$ cat config.mk
export PLATFORM = sky130hd
export DESIGN_NAME = modrm_sib_effective_address_core_flat
export DESIGN_NICKNAME = d
export VERILOG_FILES = /design/src/rtl/msea_pkg.sv /design/src/rtl/msea_item_if.sv /design/src/rtl/msea_result_if.sv /design/src/rtl/modrm_sib_effective_address_core.sv /design/src/flat_wrapper.sv
export SDC_FILE = /design/constraint.sdc
export NUM_CORES = 1
export LEC_CHECK = 0
export ABC_AREA = 1
export BUFFER_PORTS_ARGS = -buffer_cell sky130_fd_sc_hd__buf_2
export CORE_MARGIN = 3
export CORE_UTILIZATION = 25
export CTS_CLUSTER_DIAMETER = 120
export DETAILED_ROUTE_END_ITERATION = 8
export RECOVER_POWER = 25
export SETUP_SLACK_MARGIN = 0.3
export SLEW_MARGIN = 20
export SYNTH_ARGS = -nofsm -noshare
export SYNTH_HDL_FRONTEND = slang
export SYNTH_SLANG_ARGS = --single-unit
$ cat constraint.sdc
create_clock -name clk -period 4.4 [get_ports clk]
set_clock_uncertainty 0.2 [all_clocks]
set_input_delay 0.88 -clock clk [delete_from_list [all_inputs] [get_ports clk]]
set_output_delay 0.88 -clock clk [all_outputs]
set_load 0.01 [all_outputs]
$ cat src/rtl/msea_pkg.sv
package msea_pkg;

  typedef logic [31:0] word_t;
  typedef logic [7:0]  byte_t;
  typedef logic [2:0]  dbytes_t;
  typedef logic [1:0]  mod_t;
  typedef logic [2:0]  rm_t;

  localparam mod_t MOD_NODISP = 2'd0;
  localparam mod_t MOD_DISP8  = 2'd1;
  localparam mod_t MOD_DISPW  = 2'd2;
  localparam mod_t MOD_REG    = 2'd3;

  localparam rm_t RM_SIB      = 3'b100;
  localparam rm_t RM_DIRECT32 = 3'b101;
  localparam rm_t RM_DIRECT16 = 3'b110;
  localparam rm_t INDEX_NONE  = 3'b100;

  localparam dbytes_t DBYTES_0 = 3'd0;
  localparam dbytes_t DBYTES_1 = 3'd1;
  localparam dbytes_t DBYTES_2 = 3'd2;
  localparam dbytes_t DBYTES_4 = 3'd4;

  typedef struct packed {
    logic    register_operand;
    logic    sib_present;
    dbytes_t disp_bytes;
    logic    wrap16;
  } flags_t;

endpackage

$ cat src/rtl/msea_item_if.sv
interface msea_item_if;
  logic            valid;
  logic            ready;
  msea_pkg::byte_t modrm;
  msea_pkg::byte_t sib;
  msea_pkg::word_t disp;
  logic            addr32;
  msea_pkg::word_t reg_eax;
  msea_pkg::word_t reg_ecx;
  msea_pkg::word_t reg_edx;
  msea_pkg::word_t reg_ebx;
  msea_pkg::word_t reg_esp;
  msea_pkg::word_t reg_ebp;
  msea_pkg::word_t reg_esi;
  msea_pkg::word_t reg_edi;

  modport source (
    output valid, modrm, sib, disp, addr32,
    output reg_eax, reg_ecx, reg_edx, reg_ebx, reg_esp, reg_ebp, reg_esi, reg_edi,
    input  ready
  );

  modport sink (
    input  valid, modrm, sib, disp, addr32,
    input  reg_eax, reg_ecx, reg_edx, reg_ebx, reg_esp, reg_ebp, reg_esi, reg_edi,
    output ready
  );
endinterface

$ cat src/rtl/msea_result_if.sv
interface msea_result_if;
  logic              valid;
  logic              ready;
  msea_pkg::word_t   address;
  logic              register_operand;
  msea_pkg::dbytes_t disp_bytes;
  logic              sib_present;

  modport source (
    output valid, address, register_operand, disp_bytes, sib_present,
    input  ready
  );

  modport sink (
    input  valid, address, register_operand, disp_bytes, sib_present,
    output ready
  );
endinterface

$ cat src/rtl/modrm_sib_effective_address_core.sv
// channel   role    payload
// item      sink    modrm, sib, disp, addr32, reg_eax .. reg_edi
// result    source  address, register_operand, disp_bytes, sib_present
//
// An accepted item beat passes the stage one, two and three registers to its result beat.
// One item per cycle while the result side does not stall: decode and operand select, base
// plus index add, then displacement add and 16-bit wrap, each behind its own register stage.
// Synchronous reset clears the stage valid bits only.
// A stage holds while the one after it is full and stalled; bubbles close up.
module modrm_sib_effective_address_core (
  input logic          clk,
  input logic          rst,
  msea_item_if.sink    item,
  msea_result_if.source result
);

  msea_pkg::word_t regs [8];
  msea_pkg::mod_t  mod;
  msea_pkg::rm_t   rm;
  msea_pkg::rm_t   sib_base;
  msea_pkg::rm_t   sib_index;
  logic [1:0]      sib_scale;
  msea_pkg::word_t disp8;
  msea_pkg::word_t disp16;

  msea_pkg::word_t base_next;
  msea_pkg::word_t index_next;
  msea_pkg::word_t disp_next;
  msea_pkg::flags_t flags_next;
  logic            no_base;

  logic             v1, v2, v3;
  logic             ready1, ready2, ready3;
  msea_pkg::word_t  s1_base, s1_index, s1_disp;
  msea_pkg::flags_t s1_flags;
  msea_pkg::word_t  s2_sum, s2_disp;
  msea_pkg::flags_t s2_flags;
  msea_pkg::word_t  s3_address;
  msea_pkg::flags_t s3_flags;
  msea_pkg::word_t  sum_next;

  assign regs[0] = item.reg_eax;
  assign regs[1] = item.reg_ecx;
  assign regs[2] = item.reg_edx;
  assign regs[3] = item.reg_ebx;
  assign regs[4] = item.reg_esp;
  assign regs[5] = item.reg_ebp;
  assign regs[6] = item.reg_esi;
  assign regs[7] = item.reg_edi;

  assign mod       = item.modrm[7:6];
  assign rm        = item.modrm[2:0];
  assign sib_scale = item.sib[7:6];
  assign sib_index = item.sib[5:3];
  assign sib_base  = item.sib[2:0];
  assign disp8     = {{24{item.disp[7]}}, item.disp[7:0]};
  assign disp16    = {16'b0, item.disp[15:0]};

  assign ready3     = !v3 || result.ready;
  assign ready2     = !v2 || ready3;
  assign ready1     = !v1 || ready2;
  assign item.ready = ready1;

  always_comb begin
    base_next  = '0;
    index_next = '0;
    disp_next  = '0;
    flags_next = '0;
    no_base    = 1'b0;
    if (mod == msea_pkg::MOD_REG) begin
      flags_next.register_operand = 1'b1;
    end else if (!item.addr32) begin
      flags_next.wrap16 = 1'b1;
      case (rm)
        3'd0: begin
          base_next  = {16'b0, regs[3][15:0]};
          index_next = {16'b0, regs[6][15:0]};
        end
        3'd1: begin
          base_next  = {16'b0, regs[3][15:0]};
          index_next = {16'b0, regs[7][15:0]};
        end
        3'd2: begin
          base_next  = {16'b0, regs[5][15:0]};
          index_next = {16'b0, regs[6][15:0]};
        end
        3'd3: begin
          base_next  = {16'b0, regs[5][15:0]};
          index_next = {16'b0, regs[7][15:0]};
        end
        3'd4: begin
          base_next = {16'b0, regs[6][15:0]};
        end
        3'd5: begin
          base_next = {16'b0, regs[7][15:0]};
        end
        3'd6: begin
          base_next = (mod == msea_pkg::MOD_NODISP) ? '0 : {16'b0, regs[5][15:0]};
        end
        default: begin
          base_next = {16'b0, regs[3][15:0]};
        end
      endcase
      if (mod == msea_pkg::MOD_DISP8) begin
        disp_next             = disp8;
        flags_next.disp_bytes = msea_pkg::DBYTES_1;
      end else if (mod == msea_pkg::MOD_DISPW || rm == msea_pkg::RM_DIRECT16) begin
        disp_next             = disp16;
        flags_next.disp_bytes = msea_pkg::DBYTES_2;
      end
    end else begin
      if (rm == msea_pkg::RM_SIB) begin
        flags_next.sib_present = 1'b1;
        if (sib_base == msea_pkg::RM_DIRECT32 && mod == msea_pkg::MOD_NODISP) begin
          no_base = 1'b1;
        end else begin
          base_next = regs[sib_base];
        end
        if (sib_index != msea_pkg::INDEX_NONE) begin
          index_next = regs[sib_index] << sib_scale;
        end
      end else if (rm == msea_pkg::RM_DIRECT32 && mod == msea_pkg::MOD_NODISP) begin
        no_base = 1'b1;
      end else begin
        base_next = regs[rm];
      end
      if (mod == msea_pkg::MOD_DISP8) begin
        disp_next             = disp8;
        flags_next.disp_bytes = msea_pkg::DBYTES_1;
      end else if (mod == msea_pkg::MOD_DISPW || no_base) begin
        disp_next             = item.disp;
        flags_next.disp_bytes = msea_pkg::DBYTES_4;
      end
    end
  end

  assign sum_next = s2_sum + s2_disp;

  always_ff @(posedge clk) begin
    if (rst) begin
      v1 <= 1'b0;
      v2 <= 1'b0;
      v3 <= 1'b0;
    end else begin
      if (ready1) v1 <= item.valid;
      if (ready2) v2 <= v1;
      if (ready3) v3 <= v2;
    end
  end

  always_ff @(posedge clk) begin
    if (ready1 && item.valid) begin
      s1_base  <= base_next;
      s1_index <= index_next;
      s1_disp  <= disp_next;
      s1_flags <= flags_next;
    end
    if (ready2 && v1) begin
      s2_sum   <= s1_base + s1_index;
      s2_disp  <= s1_disp;
      s2_flags <= s1_flags;
    end
    if (ready3 && v2) begin
      s3_address <= s2_flags.wrap16 ? {16'b0, sum_next[15:0]} : sum_next;
      s3_flags   <= s2_flags;
    end
  end

  assign result.valid            = v3;
  assign result.address          = s3_address;
  assign result.register_operand = s3_flags.register_operand;
  assign result.disp_bytes       = s3_flags.disp_bytes;
  assign result.sib_present      = s3_flags.sib_present;

`ifndef ASSERT_OFF
  a_regop_clean: assert property (@(posedge clk) disable iff (rst)
    v3 && s3_flags.register_operand |->
      s3_address == '0 && s3_flags.disp_bytes == msea_pkg::DBYTES_0 && !s3_flags.sib_present)
    else $error("register operand carries address or displacement");

  a_wrap16: assert property (@(posedge clk) disable iff (rst)
    v3 && s3_flags.wrap16 |-> s3_address[31:16] == 16'b0 && !s3_flags.sib_present)
    else $error("16-bit address exceeds 64K or flags a SIB byte");

  a_dbytes: assert property (@(posedge clk) disable iff (rst)
    v3 |-> s3_flags.disp_bytes == msea_pkg::DBYTES_0 || s3_flags.disp_bytes == msea_pkg::DBYTES_1
        || s3_flags.disp_bytes == msea_pkg::DBYTES_2 || s3_flags.disp_bytes == msea_pkg::DBYTES_4)
    else $error("illegal displacement length");

  a_advance: assert property (@(posedge clk) disable iff (rst)
    v2 && ready3 |=> v3 && s3_flags == $past(s2_flags))
    else $error("stage two beat lost on advance");
`endif

endmodule

$ cat src/flat_wrapper.sv
// flat-port wrapper written by rule: the top's interface ports become plain ports
module modrm_sib_effective_address_core_flat 
  (clk, rst, item_valid, item_modrm, item_sib, item_disp, item_addr32, item_reg_eax, item_reg_ecx, item_reg_edx, item_reg_ebx, item_reg_esp, item_reg_ebp, item_reg_esi, item_reg_edi, item_ready, result_valid, result_address, result_register_operand, result_disp_bytes, result_sib_present, result_ready);
  msea_item_if item_i ();
  msea_result_if result_i ();
  input logic clk;
  input logic rst;
  input wire logic [$bits(item_i.valid)-1:0] item_valid;
  input wire logic [$bits(item_i.modrm)-1:0] item_modrm;
  input wire logic [$bits(item_i.sib)-1:0] item_sib;
  input wire logic [$bits(item_i.disp)-1:0] item_disp;
  input wire logic [$bits(item_i.addr32)-1:0] item_addr32;
  input wire logic [$bits(item_i.reg_eax)-1:0] item_reg_eax;
  input wire logic [$bits(item_i.reg_ecx)-1:0] item_reg_ecx;
  input wire logic [$bits(item_i.reg_edx)-1:0] item_reg_edx;
  input wire logic [$bits(item_i.reg_ebx)-1:0] item_reg_ebx;
  input wire logic [$bits(item_i.reg_esp)-1:0] item_reg_esp;
  input wire logic [$bits(item_i.reg_ebp)-1:0] item_reg_ebp;
  input wire logic [$bits(item_i.reg_esi)-1:0] item_reg_esi;
  input wire logic [$bits(item_i.reg_edi)-1:0] item_reg_edi;
  output wire logic [$bits(item_i.ready)-1:0] item_ready;
  output wire logic [$bits(result_i.valid)-1:0] result_valid;
  output wire logic [$bits(result_i.address)-1:0] result_address;
  output wire logic [$bits(result_i.register_operand)-1:0] result_register_operand;
  output wire logic [$bits(result_i.disp_bytes)-1:0] result_disp_bytes;
  output wire logic [$bits(result_i.sib_present)-1:0] result_sib_present;
  input wire logic [$bits(result_i.ready)-1:0] result_ready;
  assign item_i.valid = item_valid;
  assign item_i.modrm = item_modrm;
  assign item_i.sib = item_sib;
  assign item_i.disp = item_disp;
  assign item_i.addr32 = item_addr32;
  assign item_i.reg_eax = item_reg_eax;
  assign item_i.reg_ecx = item_reg_ecx;
  assign item_i.reg_edx = item_reg_edx;
  assign item_i.reg_ebx = item_reg_ebx;
  assign item_i.reg_esp = item_reg_esp;
  assign item_i.reg_ebp = item_reg_ebp;
  assign item_i.reg_esi = item_reg_esi;
  assign item_i.reg_edi = item_reg_edi;
  assign item_ready = item_i.ready;
  assign result_valid = result_i.valid;
  assign result_address = result_i.address;
  assign result_register_operand = result_i.register_operand;
  assign result_disp_bytes = result_i.disp_bytes;
  assign result_sib_present = result_i.sib_present;
  assign result_i.ready = result_ready;
  modrm_sib_effective_address_core u_core (.clk(clk), .rst(rst), .item(item_i), .result(result_i));
endmodule
# Yosys cells after proc, flatten, opt, wreduce, memory -nomap -nowiden
# Cells that the tools add are included.
[word_totals] regBits=212 latch_bits=0 ramBits=0 rom_bits=0 out_inout_bits=39 n_memories=0
[classes] add_sub_neg=2 n_mul=0 n_div=0 magnitude_cmp=3 n_eq_ne=11 shift=1 muxes=37 n_bitwise=4 n_reduce_logical=19
[ops] cell="$mux 32" count=17
[ops] cell="$bmux 32 s3" count=3
[ops] cell="$pmux 32 s4" count=1
[ops] cell="$add 32x32->32" count=2
[ops] cell="$mux 16" count=2
[ops] cell="$pmux 16 s2" count=1
[ops] cell="$shl 32x2->32" count=1
[ops] cell="$eq 3x3->1 const B" count=4
[ops] cell="$ge 4x4->1 const B" count=3
[ops] cell="$mux 3" count=4
[ops] cell="$not 3->4" count=3
[ops] cell="$mux 1" count=8
[ops] cell="$reduce_or 2->1" count=4
[ops] cell="$eq 3x2->1 const B" count=2
[ops] cell="$logic_and 1x1->1" count=5
[ops] cell="$logic_or 1x1->1" count=5
[ops] cell="$eq 2x2->1 const B" count=2
[ops] cell="$eq 3x1->1 const B" count=1
[ops] cell="$logic_not 1->1" count=3
[ops] cell="$logic_not 3->1" count=1
[ops] cell="$ne 3x3->1 const B" count=1
[ops] cell="$eq 2x1->1 const B" count=1
[ops] cell="$logic_not 2->1" count=1
[ops] cell="$mux 2" count=1
[ops] cell="$not 1->1" count=1

# Longest topological paths before layout
# Gate-level depths: netlist (run 1).
[logic_depth] word_depth=10 mapped_depth=13 depth_no_buf=13

# Least setup slack after synthesis (run 1)
# Ideal clock, no wire load.
[synth_path] path_kind="input to register" startpoint="in result_ready" endpoint="reg u_core.s1_base[0] (enable)" setup_ns=0.456 arrival_ns=3.223 slack_ns=0.521 cell_stages=6 cell_sequence="inv_1 > nand2_1 > nor2_1 > nand2_1 > nand2_1 > inv_1"
[synth_between] elab_chain_cells=4
[synth_lines] element="start: declaration" line="flat_wrapper.sv:27" source="input wire logic [$bits(result_i.ready)-1:0] result_ready;"
[synth_lines] element="$logic_or 1x1->1" line="modrm_sib_effective_address_core.sv:59" source="assign ready3 = !v3 || result.ready;"
[synth_lines] element="$logic_or 1x1->1" line="modrm_sib_effective_address_core.sv:60" source="assign ready2 = !v2 || ready3;"
[synth_lines] element="$logic_or 1x1->1" line="modrm_sib_effective_address_core.sv:61" source="assign ready1 = !v1 || ready2;"
[synth_lines] element="named net item_ready" line="flat_wrapper.sv:21" source="output wire logic [$bits(item_i.ready)-1:0] item_ready;"
[synth_lines] element="$logic_and 1x1->1" line="modrm_sib_effective_address_core.sv:152" source="if (ready1 && item.valid) begin"
[synth_lines] element="end signal: assignment" line="modrm_sib_effective_address_core.sv:153" source="s1_base <= base_next;"
[synth_lines] element="end: declaration" line="modrm_sib_effective_address_core.sv:34" source="msea_pkg::word_t s1_base, s1_index, s1_disp;"
# The timed path passes the listed nets, and every way through them passes these cells.
# A chain may end at the register's enable or synchronous reset.

# Worst setup path after layout (run 1)
[layout_path] startpoint="in item_modrm[1]" endpoint="reg u_core.s1_base[30], data pin"
[layout_between] elab_chain_cells=7 word_cells_on_any_way=10 cone_classes="2 x eq/ne; 6 x mux; 1 x bitwise; 1 x reduce/logical"
[layout_lines] element="start: declaration" line="flat_wrapper.sv:9" source="input wire logic [$bits(item_i.modrm)-1:0] item_modrm;"
[layout_lines] element="$not 3->4 (implied by the code)" line="modrm_sib_effective_address_core.sv:125" source="base_next = regs[rm];"
[layout_lines] element="$bmux 32 s3" line="modrm_sib_effective_address_core.sv:125"
[layout_lines] element="$mux 32 (implied by the code) (2 in series)" line="modrm_sib_effective_address_core.sv:125"
[layout_lines] element="$mux 32" line="modrm_sib_effective_address_core.sv:122" source="end else if (rm == msea_pkg::RM_DIRECT32 && mod == msea_pkg::MOD_NODISP) begin"
[layout_lines] element="$mux 32 (*)" line="modrm_sib_effective_address_core.sv:112" source="if (rm == msea_pkg::RM_SIB) begin"
[layout_lines] element="$mux 32 (*)" line="modrm_sib_effective_address_core.sv:72" source="end else if (!item.addr32) begin"
# Every way passes the cells marked *; elsewhere a longest branch is shown, timed or not. The select of a mux whose other input is x is not followed.

==> qor.txt, run 1 <==
Slew @ Worst Pin = 1.96 ns
post-synthesis register bit count = 212
hold buffers post-CTS = 0
Cells after Synth = 2,933
run status = finished with violations
register area share after synthesis = 32.4%
Total Power = 6.79 mW
Fillers = 8,548
Slew headroom = -30.9%
Initial Util = 25.5%
CTS clk-pin slew, worst paths = 0.07 ns
Placer Congestion = 0.915
setup ws final = 1.14 ns
switching power = 2.18 mW
Synthesized Nets = 3,306
Worst path slowest cell = nor2_1
Clock power frac = 37.0%
Die Area = 0.0815 sq mm
Core Region = 0.0767 sq mm
worst skew pair latency = 0.55 ns
H-tree Lvls = 1
# rows = 101
Initial DRC Count = 2,173
pwr dens = 292 mW/mm^2
crit share post-route = 74.0%
Setup-failing EPs final = 0
average size of a mapped cell = 6.66 sq um
Comb pwr share = 27.0%
Worst setup EP type = flop
CP max FO = 38
Vias per Instance = 4.97
Final Critical Period = 3.26 ns
Slew Limit Fails = 49
slowest stage delay, CP = 1.18 ns
leakage = 10.9 nW
proportion of layout cells with a drive suffix above 1 = 14.9%
highest clock rate = 0.307 GHz
synth unique cells = 50
Routed Antenna Nets = 0
Total GRT Usage = 17.9%
yosys warns = 0
# IOs = 348
RSZ-0062 raised after global routing = false
failing checks = capacitance limit, slew limit
Buf/Inv on CP = 3
drt total wl = 77,000 um
Fin. Hold Viols = 0
cell internal pwr = 4.60 mW
worst slack, placed = 1.11 ns
Top Family by Delay on Critical Path = simple AND/OR/NAND/NOR gates
chip height = 285 um
PortBufs = 344
DR WL/cell = 18.1 um
Via Count = 21,100
Residual DRC = 0
total grt overflow = 0
critical-path cell list = buf_2 > inv_4 > nor2_1 > buf_12 > nand2_1 > o21ai_0 > nor2_1 > nor2_1 > nand2_1 > a21oi_1
Critical Path Source Type = input pin
post-CTS resize count = 0
Final Net Count = 3,564
first-pass GRT wire length = 114,000 um
Max IR drop VDD = 0.263 mV
TritonCTS clock tree = built
max_cap viols = 2
Critical Path RT = 4.56 ns
Post-CTS Setup Bufs = 0
Seq pwr share = 36.0%
Area Overhead vs Synth = 18.8%
arrival time of the worst setup path = 3.41 ns
hpwl dp = 59,300 um
DRT Pass-1 Iters = 5
Chip Width = 285 um
Worst path most repeated cell = nor2_1
switching part of the total = 32.2%
vias in the first global route = 19,500
CTS max path bufs = 3
number of CTS-inserted buffers = 26
Hold Path Class = flop to flop
largest net degree at the start of global routing = 153
sinks on the clock net = 212
initial antenna violation count = 16
Mapped Area = 0.0195 sq mm
Setup Crit Path Kind = input pin to flop
total negative slack = 0 ns
clock root buffer = clkbuf_16
## Yosys cell counts (all sizes together)
library cell	number	area, sq um
nand2	986	3760
inv	352	1320
o21ai	284	1440
a21oi	231	1160
edfxtp	209	6280
nand3	205	1040
o211ai	180	1370
nor2	139	596
buf	97	554
clkbuf	62	236
ha	62	776
xor2	30	263
nor3	17	85.1
o22ai	15	93.8
a22oi	13	97.6
nand4	12	75.1
mux2i	7	70.1
o2111ai	6	71.3
nand3b	4	30.0
o21bai	4	30.0
and2	3	18.8
dfxtp	3	60.1
a21o	2	15.0
fa	2	40.0
xnor2	2	17.5
a31oi	1	6.26
clkinv	1	3.75
o21a	1	7.51
o221ai	1	8.76
o31ai	1	7.51
or2	1	6.26
## cells by family (layout without fill, tap and decap cells)
family          after synthesis  after routing  share of synthesized area, %
compound gates              739            739                          22.0
buf+inv                     512            790                          10.8
simple gates               1367           1367                          28.7
xor+xnor                     32             32                          1.44
other cells                   0              8                             0
mux                           7              7                         0.359
fa+ha+maj                    64             64                          4.18
flops                       212            212                          32.4
## state kept, by name, indices dropped and copies added, names as in the netlist, 6 cells and up
signal,count
u_core.result.address,32
u_core.s1_base,32
u_core.s1_disp,32
u_core.s1_flags,6
u_core.s1_index,32
u_core.s2_disp,32
u_core.s2_flags,6
u_core.s2_sum,32
## routing by layer
metal / wire, um / track usage, % / vias up
met4: 2360 / 5.21 / 12
li1: - / - / 10400
met3: 6970 / 3.02 / 169
met2: 34600 / 29.3 / 1049
met5: 75 / 0 / -
met1: 32900 / 24.3 / 9487
## stage by stage
step	instance area (sq um)	hold slack, ns	util, %	cells
6_report	23200	0.184	30.2	4249
5_1_grt	23200	0.203	30.2	4245
4_1_cts	23200	0.177	30.3	4241
3_5_place_dp	22200	0.205	28.9	4193
3_3_place_gp	22200	0.201	28.9	4193
2_1_floorplan	19500	0.200	-	2933
## power groups by stage
stage          Clock [mW]  Combinational [mW]  Sequential (mW)
4_1_cts              2.56                1.82             2.45
5_1_grt              2.63                2.04             2.45
3_3_place_gp            0                1.81             2.49
2_1_floorplan           0                1.16             2.46
3_5_place_dp            0                1.81             2.49
6_report             2.51                1.83             2.45
## area by class of cell
type / count / area, sq um / share of cell area [%]
Antenna cell: 8 / 20.0 / 0.0863
Clock buffer: 26 / 651 / 2.80
Clock inverter: 22 / 365 / 1.57
Inverter: 353 / 1330 / 5.73
Multi-Input combinational cell: 2209 / 11100 / 47.7
Sequential cell: 212 / 6340 / 27.3
Tap cell: 1030 / 1290 / 5.55
Timing Repair Buffer: 389 / 2150 / 9.25
## path summary, 6_finish.rpt
check	from	to	slack, ns	cells past startpoint
worst max-delay path	item_modrm[1]	u_core.s1_base[30]	1.14	10
worst min-delay path	u_core.s1_disp[19]	u_core.s2_disp[19]	0.18	0
worst max register to register	u_core.s1_index[0]	u_core.s2_sum[28]	1.80	12
worst min register to register	u_core.s1_disp[19]	u_core.s2_disp[19]	0.18	0
## layout by cell type, fill, tap and decap left out, drive strengths merged, types with 3 or more instances in the layout
cell | netlist | routed
dfxtp | 3 | 3
xor2 | 30 | 30
bufinv | 0 | 9
nor3 | 17 | 17
mux2i | 7 | 7
inv | 352 | 353
o211ai | 180 | 180
nand3 | 205 | 205
a22oi | 13 | 13
o21bai | 4 | 4
nor2 | 139 | 139
a21oi | 231 | 231
o22ai | 15 | 15
clkbuf | 62 | 28
diode | 0 | 8
and2 | 3 | 3
edfxtp | 209 | 209
o2111ai | 6 | 6
nand3b | 4 | 4
clkinv | 1 | 12
nand2 | 986 | 986
ha | 62 | 62
buf | 97 | 387
o21ai | 284 | 284
nand4 | 12 | 12
Note: power is estimated with default switching activity, not from simulation.
==> run 2: changes to the inputs <==
--- a/config.mk
+++ b/config.mk
@@ -5,7 +5,7 @@
 export SDC_FILE = /design/constraint.sdc
 export NUM_CORES = 1
 export LEC_CHECK = 0
-export ABC_AREA = 1
+export ABC_AREA = 0
 export BUFFER_PORTS_ARGS = -buffer_cell sky130_fd_sc_hd__buf_2
 export CORE_MARGIN = 3
 export CORE_UTILIZATION = 25
==> constraint.sdc (replaced) <==
create_clock -name clk -period 2.9 [get_ports clk]
set_clock_uncertainty 0.2 [all_clocks]
set_input_delay 0.58 -clock clk [delete_from_list [all_inputs] [get_ports clk]]
set_output_delay 0.58 -clock clk [all_outputs]
set_load 0.01 [all_outputs]
==> run 2 against run 1 <==
  * The run now ends clean
  * Global-route usage is 2.6 points lower
  * Sequential cell count unchanged
  * Sequential share of layout area increased by 0.61 points
  * Combinational power rose by 100%
  * Setup slack worse by 1.1 ns
  * Critical path depth is 1 lower
==> qor.txt, run 2 <==
count leader, synth = edfxtp_1
Routed Antenna Nets = 0 (unchanged)
worst slack, placed = -0.0633 ns (-1.17 ns)
clock root buffer = clkbuf_16
total grt overflow = 0 (unchanged)
setup ws final = 0.0297 ns (-1.11 ns)
CP max FO = 3 (-92%)
vias in the first global route = 15,400 (-21%)
Cells after Synth = 1,575 (-46%)
non-filler cells, final = 2,919 (-31%)
# rows = 97 (-4.0%)
Critical Path Source Type = flop
Critical Path RT = 2.98 ns (-1.58 ns)
RSZ-0062 raised after global routing = true
Area Overhead vs Synth = 27.7%
Chip Width = 273 um (-4.5%)
Hold Path Class = input pin to flop
hpwl dp = 47,300 um (-20%)
yosys warns = 0 (unchanged)
Fin. Hold Viols = 0 (unchanged)
first-pass GRT wire length = 89,700 um (-22%)
Setup Crit Path Kind = flop to flop
ys flop type = edfxtp_1
CTS clk-pin slew, worst paths = 0.06 ns (about the same)
Residual DRC = 0 (unchanged)
Slew Limit Fails = 0 (-100%)
proportion of layout cells with a drive suffix above 1 = 42.0% (+27 points)
Max IR drop VDD = 0.364 mV (+38%)
Clock power frac = 30.2% (-6.8 points)
Synth top area share = 35.3% (+3.2 points)
Slew @ Worst Pin = 0.996 ns (-0.967 ns)
sinks on the clock net = 212 (unchanged)
Comb pwr share = 34.0% (+7.0 points)
Setup-failing EPs final = 0 (unchanged)
Mapped Area = 0.0178 sq mm (-9.0%)
cell internal pwr = 7.42 mW (+61%)
leakage = 8.79 nW (-19%)
H-tree Lvls = 1 (unchanged)
Final Critical Period = 2.87 ns
PortBufs = 344 (unchanged)
drt total wl = 60,000 um (-22%)
Post-synth ARST share = 0% (unchanged)
Die Area = 0.0743 sq mm (-8.8%)
Total GRT Usage = 15.4% (-2.6 points)
synth top area cells = edfxtp_1 35%, mux4_2 20%, mux2_2 4.5%
average size of a mapped cell = 11.3 sq um (+69%)
# IOs = 348 (unchanged)
TritonCTS clock tree = built
post-synthesis register bit count = 212 (unchanged)
Placer Congestion = 0.886 (-3.1%)
CTS max path bufs = 3 (unchanged)
register area share after synthesis = 35.6% (+3.2 points)
commonest non-fill, non-tap cells in the layout = 338 x buf_2, 209 x edfxtp_1, 168 x nor2_1, 160 x mux4_2, 132 x nand2_1
most common cell after layout, fill and taps aside = buf_2
Worst setup EP type = flop
synth unique cells = 76 (+52%)
Commonest cells post-synth = 209 x edfxtp_1, 171 x nor2_1, 160 x mux4_2
chip height = 273 um (-4.5%)
switching part of the total = 31.1% (-1.1 points)
placed insts = 2,857 (-32%)
max_cap viols = 0 (-2)
Initial Util = 25.3% (-0.16 points)
largest net degree at the start of global routing = 71 (-54%)
initial antenna violation count = 11 (-5)
Final Net Count = 2,328 (-35%)
Slew headroom = 33.6% (+64 points)
highest clock rate = 0.348 GHz
DR WL/cell = 20.5 um (+13%)
Synthesized Nets = 1,948 (-41%)
Fillers = 7,063 (-17%)
worst hold slack = 0.0444 ns (-0.140 ns)
arrival time of the worst setup path = 2.95 ns (-0.46 ns)
total negative slack = 0 ns (unchanged)
Initial DRC Count = 985 (-55%)
Via Count = 15,100 (-29%)
DRT Pass-1 Iters = 5 (unchanged)
run status = completed
Vias per Instance = 5.16 (+3.9%)
number of flops mapped to enable cells by yosys = 209 (unchanged)
Core Region = 0.0703 sq mm (-8.4%)
pwr dens = 475 mW/mm^2 (+62%)
number of CTS-inserted buffers = 25 (-3.8%)
Seq pwr share = 35.8% (-0.2 points)
crit share post-route = 99.0%
worst skew pair latency = 0.53 ns (-0.02 ns)
switching power = 3.35 mW (+53%)
largest area contributor in the netlist = edfxtp_1
[run 2: changes by cell type after synthesis, moves of 36 or more]
cell / before / now
nand3_1: 203 / 15
mux4_2: 0 / 160
a211oi_1: 0 / 48
a21o_1: 2 / 38
inv_1: 341 / 18
mux2i_1: 7 / 61
mux2_2: 0 / 71
o21ai_0: 244 / 44
nand2_1: 974 / 135
a21oi_1: 229 / 106
o211ai_1: 177 / 8
nor2_1: 130 / 171
[run 2: what timing repair did]
action | 4_1_cts | 5_1_grt
cloned | 0 | 0
hold buffers | 0 | 0
setup endpoints to repair | 25 | 33
pin swaps | 28 | 15
gates resized for setup | 32 | 48
buffers inserted | 9 | 2
[run 2: power by group through the flow]
| stage | Combinational, mW | Sequential, mW | Clock, mW |
|---|---|---|---|
| after floorplan | 2.25 | 3.86 | 0 |
| after global placement | 3.39 | 3.91 | 0 |
| after detailed placement | 3.44 | 3.91 | 0 |
| after CTS | 3.55 | 3.85 | 3.37 |
| after global routing | 4.00 | 3.87 | 3.48 |
| final | 3.66 | 3.85 | 3.26 |
[run 2: path summary, 6_finish.rpt]
check	startpoint	end	slack, ns	cells after the start
hold / removal	rst	u_core.v1	0.04	2
hold reg to reg	u_core.s1_disp[12]	u_core.s2_disp[12]	0.21	0
setup / recovery	u_core.s1_index[1]	u_core.s2_sum[24]	0.03	9
setup reg to reg	u_core.s1_index[1]	u_core.s2_sum[24]	0.03	9
[run 2: metrics by stage]
stage	utilization (%)	total power [mW]	instance area, sq um
3_3_place_gp	30.4	7.30	21400
4_1_cts	32.0	10.8	22500
3_5_place_dp	30.4	7.36	21400
5_1_grt	32.3	11.4	22700
6_report	32.3	10.8	22700
2_1_floorplan	-	6.11	17900
[run 2: cell type report]
| cell class | count | area [sq um] | area share [%] |
|---|---|---|---|
| Multi-Input combinational cell | 1223 | 11300 | 49.8 |
| Clock inverter | 18 | 229 | 1.01 |
| Inverter | 19 | 71.3 | 0.314 |
| Timing Repair Buffer | 474 | 2930 | 12.9 |
| Clock buffer | 27 | 633 | 2.79 |
| Tap cell | 940 | 1180 | 5.18 |
| Sequential cell | 212 | 6340 | 27.9 |
| Antenna cell | 6 | 15.0 | 0.0661 |
[run 2: cell families (layout without fill, tap and decap cells)]
group | count (synthesis) | after routing | synth area share [%]
buffers and inverters | 140 | 538 | 3.46
DFF | 212 | 212 | 35.6
and+or+nand+nor | 414 | 414 | 10.3
AOI/OAI and AO/OA | 398 | 398 | 15.0
adders and majority gates | 64 | 64 | 4.59
xor gates and xnor gates | 51 | 51 | 2.51
other | 0 | 6 | 0
muxes | 296 | 296 | 28.5
[run 2: worst max-delay path, cell delays in order (launching register included)]
cell and delay [ns]:
edfxtp_1 0.41, buf_6 0.14, fa_2 0.37, a21o_1 0.20, a221oi_4 0.30, o211ai_1 0.17
o22a_1 0.27, a31o_1 0.26, a41oi_2 0.21, xnor2_1 0.09
[run 2: layer usage]
layer | track usage (%) | vias up | routed length, um
li1 | - | 7000 | -
met1 | 19.9 | 7390 | 25700
met2 | 26.4 | 563 | 29100
met3 | 2.60 | 102 | 3650
met4 | 4.17 | 10 | 1410
met5 | 0 | - | 56
==> run 3: changes to the inputs <==
--- a/config.mk
+++ b/config.mk
@@ -11,6 +11,7 @@
 export CORE_UTILIZATION = 25
 export CTS_CLUSTER_DIAMETER = 120
 export DETAILED_ROUTE_END_ITERATION = 8
+export PLACE_DENSITY = 0.44
 export RECOVER_POWER = 25
 export SETUP_SLACK_MARGIN = 0.3
 export SLEW_MARGIN = 20
==> run 3 against run 2 <==
  * The run now ends with setup timing left
  * Clock-buffer cell count did not move
  * Utilization rose by 0.34 points
  * Wire length rose by 1.6%
  * Critical path type unchanged
  * Setup slack got worse by 0.033 ns
  * Clock power fell by 9.5%
  * Critical path depth did not move
==> qor.txt, run 3 (synthesis results as in run 2) <==
Final Critical Period = 2.90 ns (+0.0330 ns)
switching power = 3.29 mW (-1.7%)
non-filler cells, final = 2,934 (+0.51%)
PortBufs = 344 (unchanged)
placed insts = 2,863 (+0.21%)
Hold Path Class = input pin to flop
hold buffers post-CTS = 0 (unchanged)
initial antenna violation count = 6 (-5)
Area Overhead vs Synth = 29.1%
Placer Congestion = 0.852 (-3.8%)
largest net degree at the start of global routing = 71 (unchanged)
H-tree Lvls = 1 (unchanged)
clock root buffer = clkbuf_16
crit share post-route = 100% (+1.1 points)
Chip Width = 273 um (unchanged)
Total GRT Usage = 15.9% (+0.51 points)
Initial DRC Count = 831 (-16%)
Critical Path Source Type = flop
critical-path cell list = ha_2 > fa_2 > a21o_1 > a221oi_4 > o211ai_1 > o22a_1 > a31o_1 > a41oi_2 > xnor2_1
cell internal pwr = 7.29 mW (-1.8%)
hpwl dp = 48,000 um (+1.3%)
Die Area = 0.0743 sq mm (unchanged)
Slew headroom = 27.2% (-6.4 points)
hold path cells = 2 (unchanged)
Top Usage Layer GRT = met2
switching part of the total = 31.1% (about the same)
run status = finished with violations
Clock power frac = 27.9% (-2.3 points)
Comb pwr share = 35.8% (+1.8 points)
Setup-failing EPs final = 1 (+1)
DRT Pass-1 Iters = 5 (unchanged)
grt met2 use = 27.0% (+0.57 points)
proportion of layout cells with a drive suffix above 1 = 43.5% (+1.5 points)
Slew @ Worst Pin = 1.09 ns (+0.0908 ns)
met1 Use GR = 21.4% (+1.5 points)
leakage = 8.87 nW (+0.95%)
arrival time of the worst setup path = 2.97 ns (+0.02 ns)
total grt overflow = 0 (unchanged)
Via Count = 14,900 (-1.4%)
setup ws final = -0.00326 ns (-0.0330 ns)
Fin. Hold Viols = 0 (unchanged)
R2R cell count = 9 (unchanged)
chip height = 273 um (unchanged)
Critical Path RT = 2.97 ns (about the same)
Routed Antenna Nets = 0 (unchanged)
worst skew pair latency = 0.52 ns (about the same)
pwr dens = 461 mW/mm^2 (-2.8%)
first-pass GRT wire length = 92,900 um (+3.6%)
Core Region = 0.0703 sq mm (unchanged)
DR WL/cell = 20.8 um (+1.1%)
# IOs = 348 (unchanged)
Seq pwr share = 36.3% (+0.5 points)
Setup Crit Path Kind = flop to flop
CTS clk-pin slew, worst paths = 0.06 ns (about the same)
TritonCTS clock tree = built
Worst setup EP type = flop
# rows = 97 (unchanged)
Slew Limit Fails = 0 (unchanged)
max_cap viols = 0 (unchanged)
Residual DRC = 0 (unchanged)
Vias per Instance = 5.06 (-1.9%)
Worst path slowest cell = edfxtp_1
CTS max path bufs = 3 (unchanged)
commonest non-fill, non-tap cells in the layout = 339 x buf_2, 209 x edfxtp_1, 166 x nor2_1, 160 x mux4_2, 132 x nand2_1
number of CTS-inserted buffers = 25 (unchanged)
slowest stage delay, CP = 0.37 ns (-0.04 ns)
Fillers = 7,115 (+0.74%)
failing checks = setup timing
vias in the first global route = 15,400 (+0.15%)
Max IR drop VDD = 0.407 mV (+12%)
most common cell after layout, fill and taps aside = buf_2
drt total wl = 60,900 um (+1.6%)
sinks on the clock net = 212 (unchanged)
Final Net Count = 2,347 (+0.82%)
Initial Util = 25.3% (unchanged)
highest clock rate = 0.344 GHz (-1.1%)
RSZ-0062 raised after global routing = true
met3 Use GR = 2.46% (-0.14 points)
CP max FO = 3 (unchanged)
Total Power = 10.6 mW (-1.8%)
[run 3: routing by layer]
layer	vias up	share of wire, %
met5	-	0.038
li1	7014	-
met2	393	49
met1	7383	44
met4	4	1.4
met3	62	4.9
[run 3: worst paths after layout]
check	to	startpoint	slack, ns
hold reg to reg	u_core.s2_disp[19]	u_core.s1_disp[19]	0.21
setup reg to reg	u_core.s2_sum[24]	u_core.s1_index[0]	-0.003
hold / removal	u_core.result.valid	rst	0.05
setup / recovery	u_core.s2_sum[24]	u_core.s1_index[0]	-0.003
[run 3: final cells by class]
type | count | area, sq um | area share, %
clock buffer | 27 | 633 | 2.76
clock inverter | 16 | 130 | 0.567
tap | 940 | 1180 | 5.13
multi-input combinational | 1223 | 11500 | 50.1
inverter | 19 | 71.3 | 0.311
timing repair buffer | 493 | 3090 | 13.5
sequential | 212 | 6340 | 27.6
antenna | 4 | 10.0 | 0.0436
[run 3: worst max-delay path, delay by kind of cell, from the launching register on]
kind                     cells  cell delay, ns
AO/OA/AOI/OAI                6            1.44
flip-flops                   1            0.37
adder cells (fa/ha/maj)      2            0.54
XOR/XNOR                     1            0.09
[run 3: what timing repair did]
item	CTS	global route
pin swaps	22	33
buffers inserted	18	6
cloned	0	0
gates resized for setup	43	78
setup endpoints to repair	28	35
[run 3: stage by stage]
step	worst slack [ns]	utilization, %	hold WS [ns]	setup TNS [ns]	instance area [sq um]
2_1_floorplan	-0.163	-	0.200	-18.33	17900
3_3_place_gp	-0.253	30.5	0.202	-0.679	21400
3_5_place_dp	-0.169	30.5	0.205	-0.555	21400
4_1_cts	0.0226	32.1	0.0181	0	22600
5_1_grt	-0.0815	32.6	0.0360	-0.156	22900
6_report	-0.00326	32.6	0.0519	-0.00326	22900
[run 3: power by group through the flow]
stage | Clock, mW | Combinational (mW) | Sequential (mW)
final | 2.95 | 3.78 | 3.85
after global routing | 3.20 | 4.15 | 3.87
after CTS | 3.08 | 3.62 | 3.85
after detailed placement | 0 | 3.47 | 3.90
after global placement | 0 | 3.44 | 3.90
after floorplan | 0 | 2.25 | 3.86
